===== config.mk =====
export PLATFORM = sky130hd
export DESIGN_NAME = line_point_generator
export DESIGN_NICKNAME = d
export VERILOG_FILES = /design/src/hdl/lpg_pkg.sv /design/src/hdl/lpg_ctrl.sv /design/src/hdl/lpg_dp.sv /design/src/hdl/line_point_generator.sv
export SDC_FILE = /design/constraint.sdc
export NUM_CORES = 1
export LEC_CHECK = 0
export BUFFER_PORTS_ARGS = -buffer_cell sky130_fd_sc_hd__buf_4
export CORE_MARGIN = 2
export CORE_UTILIZATION = 44
export CTS_BUF_LIST = sky130_fd_sc_hd__clkbuf_16
export DETAILED_ROUTE_END_ITERATION = 7
export SYNTH_ARGS = -nofsm -noshare
export SYNTH_HDL_FRONTEND = slang
export SYNTH_SLANG_ARGS = --single-unit

===== constraint.sdc =====
create_clock -name clk_i -period 6.5 [get_ports clk_i]
set_clock_uncertainty 0.2 [all_clocks]
set_input_delay 0.975 -clock clk_i [delete_from_list [all_inputs] [get_ports clk_i]]
set_output_delay 0.975 -clock clk_i [all_outputs]
set_load 0.03 [all_outputs]

===== src/hdl/lpg_pkg.sv =====
// ----------------------------------------------------------------------------
// lpg_pkg
// shared types and constants of the line point generator
// ----------------------------------------------------------------------------
package lpg_pkg;

  localparam int COORD_BITS = 6;
  localparam int FIELD_W    = 6;
  localparam int VALUE_W    = 8;
  localparam int ERR_W      = COORD_BITS + 3;
  localparam int IN_DATA_W  = 32;
  localparam int OUT_DATA_W = 24;

  typedef logic [COORD_BITS-1:0] coord_t;
  typedef logic [VALUE_W-1:0]    value_t;
  typedef logic signed [ERR_W-1:0] err_t;

  typedef struct packed {
    logic load;
    logic step;
  } lpg_cmd_t;

  typedef struct packed {
    logic at_last;
  } lpg_status_t;

endpackage


===== src/hdl/lpg_ctrl.sv =====
// ----------------------------------------------------------------------------
// lpg_ctrl
// controller: takes a command word, then walks the line one point per word out
// ----------------------------------------------------------------------------
module lpg_ctrl (
  input  logic                 clk_i,
  input  logic                 rst_ni,
  input  logic                 cmd_valid_i,
  output logic                 cmd_ready_o,
  output logic                 pt_valid_o,
  input  logic                 pt_ready_i,
  input  lpg_pkg::lpg_status_t status_i,
  output lpg_pkg::lpg_cmd_t    cmd_o
);
  import lpg_pkg::*;

  localparam logic ST_IDLE = 1'b0;
  localparam logic ST_RUN  = 1'b1;

  logic state_q, state_d;

  always_comb begin
    state_d   = state_q;
    cmd_o     = '0;
    unique case (state_q)
      ST_IDLE: begin
        if (cmd_valid_i) begin
          cmd_o.load = 1'b1;
          state_d    = ST_RUN;
        end
      end
      ST_RUN: begin
        if (pt_ready_i) begin
          if (status_i.at_last) begin
            state_d = ST_IDLE;
          end else begin
            cmd_o.step = 1'b1;
          end
        end
      end
      default: state_d = ST_IDLE;
    endcase
  end

  assign cmd_ready_o = (state_q == ST_IDLE);
  assign pt_valid_o  = (state_q == ST_RUN);

  always_ff @(posedge clk_i or negedge rst_ni) begin
    if (!rst_ni) begin
      state_q <= ST_IDLE;
    end else begin
      state_q <= state_d;
    end
  end

endmodule


===== src/hdl/lpg_dp.sv =====
// ----------------------------------------------------------------------------
// lpg_dp
// datapath: current point, error term, distances and step directions
// ----------------------------------------------------------------------------
module lpg_dp (
  input  logic                 clk_i,
  input  lpg_pkg::lpg_cmd_t    cmd_i,
  input  lpg_pkg::coord_t      start_row_i,
  input  lpg_pkg::coord_t      start_col_i,
  input  lpg_pkg::coord_t      end_row_i,
  input  lpg_pkg::coord_t      end_col_i,
  input  lpg_pkg::value_t      pixel_value_i,
  output lpg_pkg::coord_t      point_row_o,
  output lpg_pkg::coord_t      point_col_o,
  output lpg_pkg::value_t      point_value_o,
  output lpg_pkg::lpg_status_t status_o
);
  import lpg_pkg::*;

  coord_t row_q, col_q, end_row_q, end_col_q, dr_q, dc_q, cnt_q;
  value_t value_q;
  err_t   err_q;
  logic   rdir_q, cdir_q;

  coord_t dr_in, dc_in;
  err_t   e2, neg_dc, dr_ext, err_step;
  logic   move_r, move_c;

  always_comb begin
    dr_in    = (end_row_i >= start_row_i) ? coord_t'(end_row_i - start_row_i)
                                          : coord_t'(start_row_i - end_row_i);
    dc_in    = (end_col_i >= start_col_i) ? coord_t'(end_col_i - start_col_i)
                                          : coord_t'(start_col_i - end_col_i);
    e2       = err_q <<< 1;
    dr_ext   = err_t'({3'b000, dr_q});
    neg_dc   = -err_t'({3'b000, dc_q});
    move_r   = (e2 > neg_dc);
    move_c   = (e2 < dr_ext);
    err_step = err_q + (move_r ? neg_dc : err_t'(0)) + (move_c ? dr_ext : err_t'(0));
  end

  always_ff @(posedge clk_i) begin
    if (cmd_i.load) begin
      row_q     <= start_row_i;
      col_q     <= start_col_i;
      end_row_q <= end_row_i;
      end_col_q <= end_col_i;
      value_q   <= pixel_value_i;
      dr_q      <= dr_in;
      dc_q      <= dc_in;
      rdir_q    <= (start_row_i < end_row_i);
      cdir_q    <= (start_col_i < end_col_i);
      err_q     <= err_t'({3'b000, dr_in}) - err_t'({3'b000, dc_in});
      cnt_q     <= '0;
    end else if (cmd_i.step) begin
      if (move_r) begin
        row_q <= rdir_q ? coord_t'(row_q + 1'b1) : coord_t'(row_q - 1'b1);
      end
      if (move_c) begin
        col_q <= cdir_q ? coord_t'(col_q + 1'b1) : coord_t'(col_q - 1'b1);
      end
      err_q <= err_step;
      cnt_q <= coord_t'(cnt_q + 1'b1);
    end
  end

  // guard: the last word always carries the end point
  logic runaway;
  assign runaway          = (cnt_q == {COORD_BITS{1'b1}});
  assign status_o.at_last = ((row_q == end_row_q) && (col_q == end_col_q)) || runaway;
  assign point_row_o      = runaway ? end_row_q : row_q;
  assign point_col_o      = runaway ? end_col_q : col_q;
  assign point_value_o    = value_q;

endmodule


===== src/hdl/line_point_generator.sv =====
// ----------------------------------------------------------------------------
// line_point_generator
// integer error-term line walker: one command word in, one word per point out
// ----------------------------------------------------------------------------
// usage:
//   the slave channel takes a line command (two endpoints and a pixel value);
//   the master channel gives the points of the line in order from the first
//   endpoint to the second, tlast high on the final point.
//   a command word is taken only while the block is idle; the first point is
//   shown in the cycle after the command is taken.
//   a line of n points (n = max(|drow|, |dcol|) + 1, at most 64) leaves one point
//   a cycle when the receiver never stalls, set by the single step of the
//   error-term loop; the next command is taken in the cycle after the last
//   point leaves.
//   the point on the master channel is held in registers: when the receiver
//   stalls, the point holds and the walk pauses.
//   reset returns the block to idle with tready high and no point shown.
//   s_axis_tdata: start_row [5:0], start_col [11:6], end_row [17:12],
//   end_col [23:18], pixel_value [31:24]
//   m_axis_tdata: point_row [5:0], point_col [11:6], point_value [19:12]
// ----------------------------------------------------------------------------
module line_point_generator (
  input  logic                             clk_i,
  input  logic                             rst_ni,
  input  logic                             s_axis_tvalid,
  output logic                             s_axis_tready,
  // start_row, start_col, end_row, end_col, pixel_value
  input  logic [lpg_pkg::IN_DATA_W-1:0]    s_axis_tdata,
  output logic                             m_axis_tvalid,
  input  logic                             m_axis_tready,
  // point_row, point_col, point_value, zero fill
  output logic [lpg_pkg::OUT_DATA_W-1:0]   m_axis_tdata,
  output logic                             m_axis_tlast
);
  import lpg_pkg::*;

  lpg_cmd_t    cmd;
  lpg_status_t status;
  coord_t      point_row, point_col;
  value_t      point_value;

  lpg_ctrl u_ctrl (
    .clk_i       (clk_i),
    .rst_ni      (rst_ni),
    .cmd_valid_i (s_axis_tvalid),
    .cmd_ready_o (s_axis_tready),
    .pt_valid_o  (m_axis_tvalid),
    .pt_ready_i  (m_axis_tready),
    .status_i    (status),
    .cmd_o       (cmd)
  );

  lpg_dp u_dp (
    .clk_i         (clk_i),
    .cmd_i         (cmd),
    .start_row_i   (s_axis_tdata[COORD_BITS-1:0]),
    .start_col_i   (s_axis_tdata[FIELD_W +: COORD_BITS]),
    .end_row_i     (s_axis_tdata[2*FIELD_W +: COORD_BITS]),
    .end_col_i     (s_axis_tdata[3*FIELD_W +: COORD_BITS]),
    .pixel_value_i (s_axis_tdata[4*FIELD_W +: VALUE_W]),
    .point_row_o   (point_row),
    .point_col_o   (point_col),
    .point_value_o (point_value),
    .status_o      (status)
  );

  always_comb begin
    m_axis_tdata                          = '0;
    m_axis_tdata[COORD_BITS-1:0]          = point_row;
    m_axis_tdata[FIELD_W +: COORD_BITS]   = point_col;
    m_axis_tdata[2*FIELD_W +: VALUE_W]    = point_value;
  end
  assign m_axis_tlast = status.at_last;

  // never take a command while a point is shown
  a_excl: assert property (@(posedge clk_i) disable iff (!rst_ni)
    !(s_axis_tready && m_axis_tvalid))
    else $error("command taken while a point is pending");

  // a taken command shows a point next cycle
  a_start: assert property (@(posedge clk_i) disable iff (!rst_ni)
    (s_axis_tvalid && s_axis_tready) |=> m_axis_tvalid)
    else $error("no point after command");

  // the walk goes on until the last point
  a_cont: assert property (@(posedge clk_i) disable iff (!rst_ni)
    (m_axis_tvalid && m_axis_tready && !m_axis_tlast) |=> m_axis_tvalid)
    else $error("walk stopped before last point");

  // after the last point the block is idle again
  a_done: assert property (@(posedge clk_i) disable iff (!rst_ni)
    (m_axis_tvalid && m_axis_tready && m_axis_tlast) |=> s_axis_tready)
    else $error("not idle after last point");

endmodule


=== Yosys cells after proc, flatten, opt, wreduce, memory -nomap -nowiden ===
Index checks and enable logic that the tools add are counted.
W data, S select, Z words.

* Input port bits: 36
* Output and inout bits: 27
* Register bits after elaboration: 62
* RAM bits: 0
* Bits in latches: 0
* Bits in read-only memories: 0
* Memories kept: 0
* Word-level logic and storage cells: 65

* Shift operators: 0
* Add/sub/neg operators: 13
* $mul: 0
* Eq/ne operators: 3
* Divide/modulo/power cells: 0
* Multiplexer cells: 23
* $lt $le $gt $ge: 6
* Reductions and logical operators: 7
* Bitwise gates (word level): 1

{| class="wikitable"
|+ Operators with widths
! operator !! count
|-
| $mux W6 || 13
|-
| $mux W9 || 3
|-
| $sub A6 B6 Y6 || 4
|-
| $add A6 B1 Y6 const B || 3
|-
| $add A9 B9 Y9 || 2
|-
| $eq A6 B6 Y1 || 2
|-
| $ge A6 B6 Y1 || 2
|-
| $lt A6 B6 Y1 || 2
|-
| $sub A6 B1 Y6 const B || 2
|-
| $gt A9 B9 Y1 || 1
|-
| $lt A9 B7 Y1 || 1
|-
| $neg A6 Y9 || 1
|-
| $sub A6 B6 Y7 || 1
|-
| $eq A6 B6 Y1 const B || 1
|-
| $mux W1 || 6
|-
| $reduce_bool A2 Y1 || 3
|-
| $reduce_and A2 Y1 || 2
|-
| $pmux W1 S2 || 1
|-
| $logic_and A1 B1 Y1 || 1
|-
| $logic_or A1 B1 Y1 || 1
|-
| $not A1 Y1 || 1
|}

=== Logic depth before layout (Yosys ltp) ===
Gate-level depths: netlist of run 1.

* Depth after elaboration: 8
* Depth in mapped cells: 22
* Gate-level depth less buffers: 22

=== Hierarchy ===
Synthesis of run 1 repeated with hierarchy kept, for this count alone.

* Cell total of the unflattened synthesis: 494
* Area, all modules: 4958.5 um^2

{| class="wikitable"
|+ Modules (own cells, without submodules)
! module !! cells each !! area each (um^2) !! seq. area each (um^2) !! times used
|-
| lpg_dp || 483 || 4864.7 || 1741.7 || 1
|-
| lpg_ctrl || 6 || 60.1 || 25.0 || 1
|-
| line_point_generator || 5 || 33.8 || 0.0 || 1
|}

=== Worst setup path after synthesis of run 1 ===
No wires, ideal clock.

* Kind: flip-flop to flip-flop
* From: register u_dp.dc_q[1]
* To: register u_dp.err_q[7], data pin
* Path slack: 1904 ps
* Period minus slack after synthesis: 4596 ps
* Arrival: 4136 ps
* Stages on the path, launching flop included: 21
* Buffers on the path: 0
* Path through: edfxtp_1 > or3_1 > nor3_1 > xnor2_1 > inv_1 > ha_1 > nand3_1 > o31ai_1 > o32ai_2 > nand2_1 > fa_1 > inv_1 > ha_1 > inv_1 > fa_1 > nor2b_1 > o31a_1 > or4_1 > nand3_1 > a21boi_1 > o31ai_1

* Longest elaborated chain between the ends: 7

{| class="wikitable"
|+ Ends and longest elaborated chain
! item !! line !! text
|-
| start, declared || lpg_dp.sv:20 || <nowiki>coord_t row_q, col_q, end_row_q, end_col_q, dr_q, dc_q, cnt_q;</nowiki>
|-
| start signal, assigned || lpg_dp.sv:50 || <nowiki>dc_q <= dc_in;</nowiki>
|-
| $neg A6 Y9 * || lpg_dp.sv:36 || <nowiki>neg_dc = -err_t'({3'b000, dc_q});</nowiki>
|-
| $gt A9 B9 Y1 || lpg_dp.sv:37 || <nowiki>move_r = (e2 > neg_dc);</nowiki>
|-
| $mux W9 * || lpg_dp.sv:39 || <nowiki>err_step = err_q + (move_r ? neg_dc : err_t'(0)) + (move_c ? dr_ext : err_t'(0));</nowiki>
|-
| $add A9 B9 Y9 * (2 in a row) || lpg_dp.sv:39 ||
|-
| $mux W9 * || lpg_dp.sv:55 || <nowiki>end else if (cmd_i.step) begin</nowiki>
|-
| $mux W9 * || lpg_dp.sv:43 || <nowiki>if (cmd_i.load) begin</nowiki>
|-
| end signal, assigned || lpg_dp.sv:53 || <nowiki>err_q <= err_t'({3'b000, dr_in}) - err_t'({3'b000, dc_in});</nowiki>
|-
| end signal, assigned || lpg_dp.sv:62 || <nowiki>err_q <= err_step;</nowiki>
|-
| end, declared || lpg_dp.sv:22 || <nowiki>err_t err_q;</nowiki>
|}

Every way passes the cells marked *; elsewhere a longest branch is shown, timed or not. The select of a mux whose other input is x is not followed.
A chain may end at the register's enable or synchronous reset.

=== Final worst setup path of run 1 ===
* From: register u_dp.dc_q[2]
* To: register u_dp.err_q[7], data pin

The elaborated chain is that of the path after synthesis.

==> results of run 1 <==
==> registers in the layout, indices dropped and copies added (netlist names) <==
register / cells
u_dp.cdir_q: 1
u_dp.rdir_q: 1
u_dp.dc_q: 6
u_dp.dr_q: 6
u_dp.point_value_o: 8
u_dp.err_q: 8
u_dp.row_q: 6
u_dp.cnt_q: 6
u_dp.end_row_q: 6
u_dp.end_col_q: 6
u_ctrl.pt_valid_o: 1
u_dp.col_q: 6
==> power by group <==
part / internal, mW / switching (mW) / total [mW]
logic: 0.569 / 0.707 / 1.28
clock network: 0.303 / 0.180 / 0.483
registers: 0.583 / 0.0867 / 0.669
total: 1.46 / 0.974 / 2.43
==> cell usage after synthesis, drive strengths merged, types with 3 or more instances <==
master / number
a211oi: 3
a21boi: 4
a21o: 10
a21oi: 26
and2: 3
buf: 8
clkbuf: 5
dfxtp: 6
edfxtp: 54
fa: 14
ha: 60
inv: 77
mux2: 14
mux2i: 9
nand2: 41
nand2b: 4
nand3: 4
nand4: 8
nor2: 23
nor2b: 10
nor3: 5
nor4: 5
o211ai: 4
o21a: 5
o21ai: 29
o21bai: 3
o31ai: 3
or3: 5
xnor2: 30
xor2: 11
==> final cells by class <==
type / instances / area (sq um)
clock buffers: 11 / 275
clock inverters: 5 / 28.8
fillers: 1010 / 5090
inverters: 78 / 293
multi-input cells: 355 / 2860
flip-flops and latches: 61 / 1770
well taps: 140 / 175
repair buffers: 60 / 450
==> worst max path at each step <==
stage | start | depth (start not counted) | endpoint
finish | u_dp.dc_q[2] | 18 | u_dp.err_q[7]
global route | u_dp.dc_q[1] | 18 | u_dp.err_q[7]
CTS | u_dp.dc_q[2] | 18 | u_dp.err_q[7]
detailed placement | u_dp.dc_q[1] | 18 | u_dp.err_q[7]
global placement | u_dp.dc_q[1] | 18 | u_dp.err_q[7]
floorplan | u_dp.dc_q[1] | 20 | u_dp.err_q[7]
==> layer usage <==
layer / vias up / share of wire [%] / track usage, %
met3: 14 / 3.1 / 2.36
met4: 0 / 1.8 / 6.92
met5: - / 0 / 0
li1: 1863 / - / -
met1: 1741 / 47 / 25.5
met2: 69 / 48 / 30.1
==> cell families (layout without fill, tap and decap cells) <==
group | after synthesis | count (layout) | synth area share [%]
AND/OR/NAND/NOR | 113 | 113 | 11.1
AO/OA/AOI/OAI | 100 | 100 | 13.0
buffers and inverters | 91 | 154 | 7.51
adder cells (fa/ha/maj) | 74 | 74 | 20.7
flip-flops | 61 | 61 | 35.4
XOR/XNOR | 41 | 41 | 7.20
multiplexers | 23 | 23 | 4.97
other | 1 | 4 | 0.0752
==> metrics by stage <==
stage          std cells  instance area, sq um  util (%)  worst slack (ns)  hold slack (ns)
2_1_floorplan        507                  5000         -              1.90            0.225
3_3_place_gp         694                  5540      50.7              1.55            0.236
3_5_place_dp         694                  5540      50.7              1.35            0.251
4_1_cts              710                  5840      53.4              1.32            0.201
5_1_grt              710                  5840      53.4              1.01            0.201
6_report             710                  5840      53.4              1.30            0.210
==> critical path, stage by stage (launching register included) <==
cell,delay [ns]
edfxtp_1,0.40
or3_1,0.42
nor4_1,0.48
ha_1,0.36
nand3_1,0.10
o31ai_1,0.09
o32ai_2,0.58
nand2_1,0.16
fa_1,0.50
inv_1,0.04
ha_1,0.20
inv_1,0.07
fa_1,0.20
nor2b_1,0.07
o31a_1,0.26
or4_1,0.40
nand3_1,0.13
a21boi_1,0.17
o31ai_1,0.09
==> impl_results.md, run 1 <==
* Data required time at the worst endpoint at 6.36 ns
* Skew-Pair Late Insertion Delay at 0.33 ns
* Capture point of the worst reg-to-reg path: u_dp.err_q[7]
* Post-cts repair resize count at 0
* Final critical path time including I/O delays and setup at 5.20 ns
* Path type of the worst min-delay path: in -> async
* Synth unique cells at 54
* Initial antenna violation count at 0
* Cts bufs inserted at 9
* Initial Utilization at 45.6%
* Wire length of the first global-routing pass at 18.2 mm
* Achievable Freq at 192 MHz
* Post-route clock period utilization at 80.0%
* Cell type contributing the most total cell area after synthesis: edfxtp_1
* RSZ-0062 raised after global routing: no
* Final total power at 2.43 mW
* Worst IR Drop VDD at 308 uV
* Vias per std cell at 5.19
* Setup Total Neg Slack at 0 ns
* Worst slew slack as a fraction of its limit at 35.2%
* FF-to-FF path depth at 18
* Most used cells in the layout excluding fill and tap cells: inv_1 (78), ha_1 (60), buf_4 (60)
* Total of buffers placed on input and output ports at 58
* Lkg Pwr at 2.69 nW
* Max H-tree Level at 3
* Number of global-route vias before repair at 3649
* Post-synthesis average cell area at 9.89 sq um
* Outcome: complete, no violations
* Net total in the final layout at 675
* Cell types occupying the most area after synthesis: edfxtp_1 (33%), ha_1 (15%), inv_1 (5.8%)
* CTS tree: yes
* Power per Cell Area at 416 mW/mm^2
* Floorplan core area at 0.0109 sq mm
* Horizontal die dimension at 110 microns
* Count of flip-flops with a built-in enable after synthesis at 54
* Beginning of the worst register-to-register path: u_dp.dc_q[2]
* GRT Total Usage at 18.6%
* Worst-path fanout max at 10
* Vertical extent of the die at 110 microns
* Number of antenna cells inserted at 0
* Syn Inst Count at 504
* Final hold violations at 0
* Number of failing setup endpoints in the final timing report at 0
* Top-area cell type share of the netlist area at 32.5%
* Total overflow reported by the global router at 0
* Share of the yosys chip area belonging to registers at 35.4%
* Primary flip-flop cell chosen by synthesis mapping: edfxtp_1
* Routed WL at 11.1 mm
* Layout cell share with drive strength beyond 1 at 17.0%
* Element type at the critical path end: flip-flop
* Fin. max-slew vios at 0
* Worst Tran Pin Value at 0.970 ns
* Reg-to-reg slack, setup at 1.30 ns
* Maximum capacitance violations at 0
* Post-detailed-route wirelength per cell at 15.7 microns
* Crit path DAT at 5.06 ns
* Total setup buffers inserted after CTS at 0
* Synthesized cell area at 0.00498 sq mm
* DR pass1 iterations at 4
* RePlAce Congestion at 0.835
* Overall die area at 0.0122 sq mm
* Residual antenna-violating net count after detailed routing at 0
* Hold bufs inserted after CTS at 0
* Placement row count at 38
* Most common cell after layout, fill and taps aside: inv_1
* Critical Path Start Type: flip-flop
* Starting DRC count in detailed routing at 128
* I/O pin cnt at 63
* Post-detail-place hpwl at 8.75 mm
* Number of clock sinks at 61
* Pin count of the biggest net entering global routing at 41
* YS warnings at 0
* Post-route DRC at 0
* Critical Setup Path Class: reg -> reg
* Clock tree root buffer cell: clkbuf_16
* Fraction of synthesis flops using an asynchronous set or reset pin at 1.64%
* Number of synthesized register bits at 61
* Total via count after detailed routing at 3687
* Clock slew seen by the registers of the worst setup and hold paths at 0.06 ns
* Clock Tree Buf Depth at 2
* Layout Area Growth over Synthesis at 17.2%
(Power assumes the default switching activity.)
==> run 2, diff against run 1 <==
==> constraint.sdc (replaced) <==
create_clock -name clk_i -period 5.05 [get_ports clk_i]
set_clock_uncertainty 0.2 [all_clocks]
set_input_delay 0.7575 -clock clk_i [delete_from_list [all_inputs] [get_ports clk_i]]
set_output_delay 0.7575 -clock clk_i [all_outputs]
set_load 0.03 [all_outputs]
==> run 2 against run 1 <==
Effect of this change:
- clock power increased by 24%
- setup slack got worse by 1.1 ns
- design area increased by 2.3%
- die area unchanged
- final cell count increased by 1.1%
- largest power group unchanged
- first-iteration DRC count increased by 27%
- wire length decreased by 1.2%
- count of clock-buffer cells in the layout unchanged
==> impl_results.md, run 2 (synthesized netlist as in run 1, its figures left out) <==
* Cts bufs inserted at 9 (unchanged)
* Pin count of the biggest net entering global routing at 35 (was 41)
* Vertical extent of the die at 110 microns (unchanged)
* Initial Utilization at 45.6% (unchanged)
* Number of failing setup endpoints in the final timing report at 0 (unchanged)
* Net total in the final layout at 683 (was 675)
* Maximum capacitance violations at 0 (unchanged)
* Most common cell after layout, fill and taps aside: inv_1 (unchanged)
* Final critical path time including I/O delays and setup at 4.84 ns (was 5.20 ns)
* Fin. max-slew vios at 0 (unchanged)
* Wire length of the first global-routing pass at 18.3 mm (was 18.2 mm)
* Element type at the critical path end: flip-flop (unchanged)
* Vias per std cell at 5.21 (was 5.19)
* Post-detail-place hpwl at 8.66 mm (was 8.75 mm)
* Fill cell instance count of the final layout at 1027 (was 1010)
* Outcome: complete, no violations (unchanged)
* Worst hold slack at 0.261 ns (was 0.210 ns)
* Total of buffers placed on input and output ports at 58 (unchanged)
* Number of antenna cells inserted at 0 (unchanged)
* Starting DRC count in detailed routing at 163 (was 128)
* Final hold violations at 0 (unchanged)
* Post-route DRC at 0 (unchanged)
* Worst IR Drop VDD at 446 uV (was 308 uV)
* Number of global-route vias before repair at 3717 (was 3649)
* Worst-path fanout max at 4 (was 10)
* Most used cells in the layout excluding fill and tap cells: inv_1 (76), buf_4 (67), ha_1 (58) (was inv_1 (78), ha_1 (60), buf_4 (60))
* Power per Cell Area at 535 mW/mm^2 (was 416 mW/mm^2)
* Critical Setup Path Class: reg -> reg (unchanged)
* RePlAce Congestion at 0.835 (unchanged)
* Number of instances in the placed design at 697 (was 694)
* Number of clock sinks at 61 (unchanged)
* Achievable Freq at 207 MHz (was 192 MHz)
* Clock tree root buffer cell: clkbuf_16 (unchanged)
* Clock slew seen by the registers of the worst setup and hold paths at 0.05 ns (was 0.06 ns)
* Worst slew slack as a fraction of its limit at 41.3% (was 35.2%)
* DR pass1 iterations at 4 (unchanged)
* Skew-Pair Late Insertion Delay at 0.33 ns (about the same)
* Path type of the worst min-delay path: reg -> reg (was in -> async)
* Total via count after detailed routing at 3740 (was 3687)
* RSZ-0062 raised after global routing: yes (was no)
* Post-detailed-route wirelength per cell at 15.3 microns (was 15.7 microns)
* Final total power at 3.20 mW (was 2.43 mW)
* Final Non-Filler Cells at 718 (was 710)
* GRT Total Usage at 18.6% (about the same)
* Max H-tree Level at 3 (unchanged)
* I/O pin cnt at 63 (unchanged)
* Floorplan core area at 0.0109 sq mm (unchanged)
* Horizontal die dimension at 110 microns (unchanged)
* Area used by sequential logic in the layout at 0.00177 sq mm (unchanged)
* Routed WL at 11.0 mm (was 11.1 mm)
* Overall die area at 0.0122 sq mm (unchanged)
* Layout cell share with drive strength beyond 1 at 20.4% (was 17.0%)
* Post-route clock period utilization at 95.9% (was 80.0%)
* Lkg Pwr at 2.74 nW (was 2.69 nW)
* Crit path DAT at 4.69 ns (was 5.06 ns)
* Initial antenna violation count at 0 (unchanged)
* Clock Tree Buf Depth at 2 (unchanged)
* Data required time at the worst endpoint at 4.90 ns (was 6.36 ns)
* CTS tree: yes (unchanged)
* Share of the core filled with cells at 54.7% (was 53.4%)
* Layout Area Growth over Synthesis at 20.0% (was 17.2%)
* Combined area of the multi-input logic cells at 0.00294 sq mm (was 0.00286 sq mm)
* Total overflow reported by the global router at 0 (unchanged)
* Critical Path Start Type: flip-flop (unchanged)
* Placement row count at 38 (unchanged)
* Residual antenna-violating net count after detailed routing at 0 (unchanged)
* Worst Tran Pin Value at 0.878 ns (was 0.970 ns)
## run 2: cell count changes in the layout (fill, tap and decap cells not counted), sizes merged
| cell | previous run | this run |
|---|---|---|
| dlygate4sd3 | 0 | 1 |
| inv | 81 | 79 |
| clkinv | 2 | 4 |
| buf | 60 | 67 |
## run 2: area by class of cell
cell class                      count  share of cell area, %
Timing Repair Buffer               68                   8.58
Multi-Input combinational cell    355                   49.1
Clock buffer                       11                   4.60
Inverter                           78                   4.90
Clock inverter                      5                  0.356
Tap cell                          140                   2.93
Sequential cell                    61                   29.5
## run 2: final timing paths
path                       cells after the start           endpoint  slack (ns)     startpoint
hold reg to reg                                1      u_dp.cnt_q[5]        0.26  u_dp.cnt_q[5]
hold / removal                                 1      u_dp.cnt_q[5]        0.26  u_dp.cnt_q[5]
max in group asynchronous                      2  u_ctrl.pt_valid_o        4.03         rst_ni
setup reg to reg                              20      u_dp.err_q[7]        0.21   u_dp.dc_q[2]
setup / recovery                              20      u_dp.err_q[7]        0.21   u_dp.dc_q[2]
min in group asynchronous                      2  u_ctrl.pt_valid_o        0.54         rst_ni
## run 2: power breakdown
part	internal (mW)	leakage (nW)	switching [mW]	total, mW
Sequential	0.750	0.559	0.113	0.863
Combinational	0.803	2.03	0.937	1.74
Clock	0.384	0.152	0.214	0.599
## run 2: worst max-delay path, cell delays in order (launching register included)
cell and delay (ns):
edfxtp_1 0.40, or3_4 0.44, nor3_4 0.21, xnor2_2 0.15, inv_2 0.07, ha_4 0.26, nand3_2 0.06, nor2b_1 0.15
o32ai_2 0.37, nand2_1 0.13, fa_1 0.52, inv_1 0.04, ha_2 0.18, inv_2 0.06, fa_2 0.20, nor2b_1 0.06
o31a_1 0.31, or4_4 0.42, nand3_2 0.10, a21boi_2 0.16, o31ai_1 0.08
## run 2: timing repair
item / in CTS / in global routing
endpoints found under the hold margin: 1 / 0
hold buffers: 1 / 0
endpoints found under the setup margin: 0 / 2
buffers inserted: 0 / 4
gates resized for setup: 0 / 17
## run 2: through the flow
stage / cell area (sq um) / worst slack (ns) / TNS (ns)
2_1_floorplan: 5000 / 0.454 / 0
3_3_place_gp: 5560 / 0.290 / 0
3_5_place_dp: 5560 / 0.193 / 0
4_1_cts: 5870 / 0.173 / 0
5_1_grt: 5980 / -0.0258 / -0.0258
6_report: 5980 / 0.208 / 0
## run 2: metal layers
| metal | up-vias | global-route usage, % | routed length [microns] |
|---|---|---|---|
| met5 | - | 0 | 0 |
| met2 | 67 | 29.7 | 5210 |
| li1 | 1878 | - | - |
| met3 | 20 | 4.01 | 386 |
| met1 | 1775 | 25.2 | 5110 |
| met4 | 0 | 6.25 | 271 |
